$ cat config.mk
export PLATFORM = sky130hd
export DESIGN_NAME = bba_ctrl
export DESIGN_NICKNAME = d
export VERILOG_FILES = /design/src/design/bba_pkg.sv /design/src/design/bba_ctrl.sv
export SDC_FILE = /design/constraint.sdc
export NUM_CORES = 1
export LEC_CHECK = 0
export BUFFER_PORTS_ARGS = -buffer_cell sky130_fd_sc_hd__buf_2
export CAP_MARGIN = 30
export CORE_MARGIN = 3
export CORE_UTILIZATION = 39
export CTS_BUF_LIST = sky130_fd_sc_hd__clkbuf_16
export CTS_CLUSTER_SIZE = 25
export DETAILED_ROUTE_END_ITERATION = 7
export GPL_TIMING_DRIVEN = 0
export PLACE_DENSITY = 0.61
export SYNTH_ARGS = -nofsm -noshare
export SYNTH_HDL_FRONTEND = slang
export SYNTH_SLANG_ARGS = --single-unit
$ cat constraint.sdc
create_clock -name clk -period 2.35 [get_ports clk]
set_clock_uncertainty 0.1 [all_clocks]
set_input_delay 0.705 -clock clk [delete_from_list [all_inputs] [get_ports clk]]
set_output_delay 0.705 -clock clk [all_outputs]
set_load 0.03 [all_outputs]
$ cat src/design/bba_pkg.sv
package bba_pkg;

  // Default geometry of the bitmap
  localparam int MAP_BITS_DEF      = 4096;
  localparam int WORD_BITS_DEF     = 32;
  localparam int BLOCK_SECTORS_DEF = 2;

  // Fixed field widths
  localparam int CNT_W     = 13;
  localparam int SECT_W    = 32;
  localparam int STAT_W    = 2;
  localparam int CFG_IDX_W = 1;

  localparam int CNT_RESET = 4096;

  // Register indexes of the configuration port
  localparam logic [CFG_IDX_W-1:0] CFG_BLOCK_COUNT = 1'b0;
  localparam logic [CFG_IDX_W-1:0] CFG_BASE_SECTOR = 1'b1;

  // Request function codes
  localparam logic FUNC_ALLOC = 1'b0;
  localparam logic FUNC_FREE  = 1'b1;

  typedef enum logic [STAT_W-1:0] {
    ST_OK        = 2'd0,
    ST_FULL      = 2'd1,
    ST_NOT_ALLOC = 2'd2,
    ST_RANGE     = 2'd3
  } status_t;

  // Datapath commands issued by the controller
  typedef enum logic [3:0] {
    OP_NONE,
    OP_CLEAR,
    OP_LOAD,
    OP_SCAN,
    OP_SET_FULL,
    OP_MUL,
    OP_ADDR,
    OP_RANGE,
    OP_SET_RANGE,
    OP_DIV_IDX,
    OP_DIV_WORD,
    OP_READ,
    OP_TEST,
    OP_EMIT
  } op_t;

  // Datapath status seen by the controller
  typedef struct packed {
    logic func;
    logic limit_zero;
    logic range_bad;
    logic div_busy;
    logic scan_found;
    logic scan_full;
    logic clear_last;
  } sts_t;

endpackage

$ cat src/design/bba_ctrl.sv
module bba_ctrl (
  input  logic          clk,
  input  logic          rst,
  input  logic          in_valid,
  output logic          in_ready,
  output logic          out_valid,
  input  logic          out_ready,
  input  bba_pkg::sts_t sts,
  output bba_pkg::op_t  op
);

  typedef enum logic [3:0] {
    S_CLEAR,
    S_IDLE,
    S_DISPATCH,
    S_SCAN,
    S_MUL,
    S_ADDR,
    S_RCHK,
    S_DIV1,
    S_DIV2,
    S_TEST,
    S_DONE
  } state_t;

  state_t state;
  state_t state_next;

  assign in_ready = (state == S_IDLE);

  always_comb begin
    state_next = state;
    op         = bba_pkg::OP_NONE;
    case (state)
      S_CLEAR: begin
        op = bba_pkg::OP_CLEAR;
        if (sts.clear_last) begin
          state_next = S_IDLE;
        end
      end
      S_IDLE: begin
        if (in_valid) begin
          op         = bba_pkg::OP_LOAD;
          state_next = S_DISPATCH;
        end
      end
      S_DISPATCH: begin
        case (sts.func)
          bba_pkg::FUNC_ALLOC: begin
            if (sts.limit_zero) begin
              op         = bba_pkg::OP_SET_FULL;
              state_next = S_DONE;
            end else begin
              state_next = S_SCAN;
            end
          end
          bba_pkg::FUNC_FREE: begin
            op         = bba_pkg::OP_RANGE;
            state_next = S_RCHK;
          end
          default: begin
            state_next = S_IDLE;
          end
        endcase
      end
      S_SCAN: begin
        op = bba_pkg::OP_SCAN;
        if (sts.scan_found) begin
          state_next = S_MUL;
        end else if (sts.scan_full) begin
          state_next = S_DONE;
        end
      end
      S_MUL: begin
        op         = bba_pkg::OP_MUL;
        state_next = S_ADDR;
      end
      S_ADDR: begin
        op         = bba_pkg::OP_ADDR;
        state_next = S_DONE;
      end
      S_RCHK: begin
        if (sts.range_bad) begin
          op         = bba_pkg::OP_SET_RANGE;
          state_next = S_DONE;
        end else begin
          op         = bba_pkg::OP_DIV_IDX;
          state_next = S_DIV1;
        end
      end
      S_DIV1: begin
        if (!sts.div_busy) begin
          op         = bba_pkg::OP_DIV_WORD;
          state_next = S_DIV2;
        end
      end
      S_DIV2: begin
        if (!sts.div_busy) begin
          op         = bba_pkg::OP_READ;
          state_next = S_TEST;
        end
      end
      S_TEST: begin
        op         = bba_pkg::OP_TEST;
        state_next = S_DONE;
      end
      S_DONE: begin
        if (!out_valid || out_ready) begin
          op         = bba_pkg::OP_EMIT;
          state_next = S_IDLE;
        end
      end
      default: begin
        state_next = S_IDLE;
      end
    endcase
  end

  always_ff @(posedge clk) begin
    if (rst) begin
      state     <= S_CLEAR;
      out_valid <= 1'b0;
    end else begin
      state <= state_next;
      if (op == bba_pkg::OP_EMIT) begin
        out_valid <= 1'b1;
      end else if (out_ready) begin
        out_valid <= 1'b0;
      end
    end
  end

  a_emit_from_done: assert property (@(posedge clk) disable iff (rst)
    $rose(out_valid) |-> ($past(state) == S_DONE))
    else $error("result raised outside the done state");

  a_accept_dispatch: assert property (@(posedge clk) disable iff (rst)
    (in_valid && in_ready) |=> (state == S_DISPATCH))
    else $error("accepted request was not dispatched");

  a_hold_done: assert property (@(posedge clk) disable iff (rst)
    (state == S_DONE && out_valid && !out_ready) |=> (state == S_DONE))
    else $error("result overwritten before it was taken");

endmodule

# After elaboration in Yosys (flattened, before gate mapping)
# Index checks and enable logic that the tools add are counted.
# totals
output_inout_bits	6
regBits	5
word_cells	47
# op_classes
n_bitwise	1
reduce_logical	6
muxes	21
eq_ne	17
# ops
operator	count
$mux W4	12
$pmux W4 S11	1
$pmux W4 S10	1
$eq A4 B3 Y1 const B	4
$eq A4 B4 Y1 const B	4
$pmux W4 S2	2
$ne A2 B2 Y1 const B	5
$eq A4 B2 Y1 const B	2
$reduce_and A6 Y1	1
$eq A4 B1 Y1 const B	1
$logic_not A4 Y1	1
$mux W1	3
$mux W3	1
$ne A3 B3 Y1 const B	1
$mux W2	1
$reduce_bool A2 Y1	1
$reduce_or A2 Y1	1
$logic_not A1 Y1	1
$logic_or A1 B1 Y1	1
$not A1 Y1	1

# Depth between registers and ports, before layout
# logic_depth
word_depth	6
mapped_depth	6

# Least setup slack after synthesis
# OpenSTA, ideal clock, no wires.
# synth_path
path_kind	input port to output port
startpoint	input out_ready
endpoint	output op[0]
path_buffers	0
required_ns	1.545
t_arrival_ns	1.777
path_stages	5
setup_slack_ns	-0.232
cell_sequence	nand2b_1 -> nand3_1 -> o21ai_0 -> a32oi_1 -> o21ai_0
# synth_via
elab_chain_len	3
# synth_lines
item	line	source
from (decl)	bba_ctrl.sv:7	input logic out_ready,
$logic_or A1 B1 Y1	bba_ctrl.sv:108	if (!out_valid || out_ready) begin
$mux W4	bba_ctrl.sv:108	
$pmux W4 S11	bba_ctrl.sv:34	case (state)
to (decl)	bba_ctrl.sv:9	output bba_pkg::op_t op
# No other way between the ends.

# Worst setup path in the final report
# layout_path
startpoint	input sts[6] in the netlist's numbering
endpoint	output op[2]
# layout_via
elab_chain_len	3
# layout_lines
item	line	source
from (decl)	bba_ctrl.sv:8	input bba_pkg::sts_t sts,
$not A1 Y1	-	
$pmux W4 S2 *	bba_ctrl.sv:48	case (sts.func)
$pmux W4 S11 *	bba_ctrl.sv:34	
# Mark *: on every way between the ends. The rest lies on a longest branch, timed or not. The select of a mux whose other input is x is not followed.

==> impl_metrics.yaml <==
global_route:
  grt_overflow_total: 0
  grt_usage_pct: 20.3
  grt_pass1_wl_um: 3130
  grt_max_degree: 11
  first_global_vias: 713
  antenna_found_initial: 0
placed_design:
  port_buffers: 16
  pre_cts_ws_ps: -93.4
  post-dp-hpwl_um: 1410
  dp.cells: 124
  gp_congestion: 0.865
timing:
  final.setup.worst_slack_ps: 33.6
  finalHoldViolations: 0
  fmax_ghz: 0.432
  rsz0062_at_grt: "true"
  tightestPinTransition_ps: 257
  post-route-period-util_pct: 98.6
  slew_headroom_pct: 82.8
  holdWs_ps: 448
  slew_violations: 0
  fin_crit_ps: 2320
  setup_viol: 0
routing:
  via_per_inst: 6.02
  num_vias: 771
  drt_pass1_iterations: 4
  drtIter0Drc: 25
  drc: 0
  ant_nets: 0
  wl_um: 1890
  wl_per_cell_um: 14.8
logic_synthesis:
  syn_inst: 93
  syn_area_um2: 628
  synth-seq-cells: 5
  yosys_warnings: 0
  synth_ff_type: "dfxtp_1"
  async_flop_share_pct: 0
  seq_area_frac_synth_pct: 15.9
  syn_area_per_cell_um2: 6.75
  synth.net_count: 104
  yosysUniqueCellTypes: 43
  synth_edf_count: 0
finish:
  n_antenna_cell: 0
  fin_cells: 128
  num-nets-final: 125
  layout-drive-gt1-share_pct: 36.3
  area_growth_pct: 40.6
clocking:
  hold_buffers: 0
  cts_tree: "built"
  clock_sinks: 5
  clock_path_buffers: 2
  cts-root-buf: "clkbuf_16"
  clkLatencyLatePin_ps: 230
  clk_pin_slew_ps: 30
  numCtsBuffers: 3
  post-cts-setup-buffers: 0
  cts_htree_levels: 1
worst_setup_path:
  worstPathCellList: "buf_2 > nor3_2 > a211oi_2 > a2bb2oi_1 > o21ai_1 > buf_4"
  cp-end-kind: "primary output"
  crit_required_ps: 1540
  critPathArrivalTime_ps: 1510
  max_stage_delay_ps: 210
  crit_type: "primary input to primary output"
  crit_path_max_fanout: 5
  critPathLaunchType: "primary input"
  cpMaxStageDelayCell: "a211oi_2"
power_and_ir_drop:
  pwr-share-comb_pct: 58.6
  p_per_area_nw_per_um2: 1090
  vdd_ir_drop_max_mv: 0.604
  leakagePower_nw: 0.364
  netSwitchingFraction_pct: 42.5
  internal_power_mw: 0.552
  pwr-share-seq_pct: 12.6
  power.switching_mw: 0.408
  p_clk_share_pct: 28.8
hold_path:
  hp-class: "register to register"
floorplan:
  start_util_pct: 44.9
  design.die.area_um2: 2130
  die_w_um: 46.1
  core_area_um2: 1400
  die_y_um: 46.1
  rows: 13
  ioPinCount: 17
status:
  outcome: "complete, no violations"
flow_run:
  drv_cap: 0
[flip-flops by register name, indices dropped and copies added (netlist names)]
name       flops
out_valid      1
state          4
[layer usage]
metal / routed length [um] / track usage, % / up-vias
met5: 0 / 0 / -
met4: 29 / 6.82 / 0
met3: 110 / 2.34 / 5
met2: 855 / 34.1 / 30
met1: 893 / 26.5 / 350
li1: - / - / 386
[kinds of logic (layout without fill, tap and decap cells)]
kind of cell	Yosys count	in the layout	share of synthesized area, %
flip-flops	5	5	15.9
AND/OR/NAND/NOR	40	40	35.5
multiplexers	2	2	3.39
buffers and inverters	13	33	9.96
XOR/XNOR	1	1	1.39
AO/OA/AOI/OAI	32	32	33.9
[cells in the final DEF, fill, tap and decap left out, types with 2 or more instances in the layout]
| master | instances |
|---|---|
| dfxtp_1 | 3 |
| o21ai_1 | 5 |
| nand2b_1 | 3 |
| o21ai_0 | 4 |
| clkbuf_4 | 3 |
| nor3_1 | 3 |
| a21oi_1 | 5 |
| a31oi_1 | 2 |
| nand2_1 | 7 |
| clkbuf_16 | 3 |
| buf_4 | 2 |
| nor2_1 | 8 |
| buf_6 | 5 |
| o22ai_1 | 2 |
| or3_1 | 2 |
| buf_2 | 14 |
| inv_1 | 6 |
| dfxtp_2 | 2 |
| nand3_1 | 5 |
| nand2b_4 | 2 |
[synth_stat cells (all sizes together), types with 2 or more instances]
| cell type | count | area, um^2 |
|---|---|---|
| o21ai | 9 | 45.0 |
| inv | 5 | 18.8 |
| buf | 5 | 32.5 |
| a31oi | 2 | 12.5 |
| nor3 | 4 | 20.0 |
| nand3 | 6 | 30.0 |
| or4 | 2 | 18.8 |
| nand2b | 5 | 38.8 |
| clkbuf | 3 | 11.3 |
| nor2 | 8 | 30.0 |
| o22ai | 2 | 12.5 |
| or3 | 2 | 12.5 |
| a21oi | 6 | 30.0 |
| o211ai | 2 | 20.0 |
| nand2 | 7 | 26.3 |
| dfxtp | 5 | 100 |
[worst paths after layout]
check / startpoint / end / slack (ps) / cells past startpoint
setup reg to reg: state[0] / state[0] / 570 / 6
hold / removal: out_valid / out_valid / 450 / 2
setup / recovery: sts[6] / op[2] / 30 / 6
hold reg to reg: out_valid / out_valid / 450 / 2
[stage by stage]
stage	utilization (%)	TNS [ps]	power (mW)	cell area (um^2)
4_1_cts	60.1	0	0.928	841
3_5_place_dp	52.0	-188	0.624	727
5_1_grt	63.1	-50.3	1.02	883
6_report	63.1	0	0.960	883
3_3_place_gp	52.0	-177	0.623	727
2_1_floorplan	-	-8.15	0.508	628
[power groups by stage]
stage / Combinational, mW / Sequential (mW) / Clock, mW
after CTS: 0.530 / 0.118 / 0.279
final: 0.563 / 0.121 / 0.276
after floorplan: 0.394 / 0.114 / 0
after global routing: 0.613 / 0.123 / 0.288
after detailed placement: 0.507 / 0.117 / 0
after global placement: 0.507 / 0.117 / 0
[worst max-delay path, delay by kind of cell]
kind	cells	cell delay (ps)
AOI/OAI and AO/OA	3	450
buffers and inverters	2	310
and+or+nand+nor	1	60
[final cells by class]
| type | count | area (um^2) |
|---|---|---|
| inverter | 5 | 18.8 |
| clock inverter | 1 | 3.75 |
| tap | 15 | 18.8 |
| sequential | 5 | 103 |
| fill | 137 | 515 |
| buffer | 8 | 72.6 |
| clock buffer | 3 | 75.1 |
| multi-input combinational | 75 | 500 |
| timing repair buffer | 16 | 91.3 |
[what timing repair did]
item	CTS	global route
endpoints found under the hold margin	0	0
gates resized for setup	13	17
setup endpoints to repair	5	4
No activity file was read; power rests on OpenSTA's default activity.
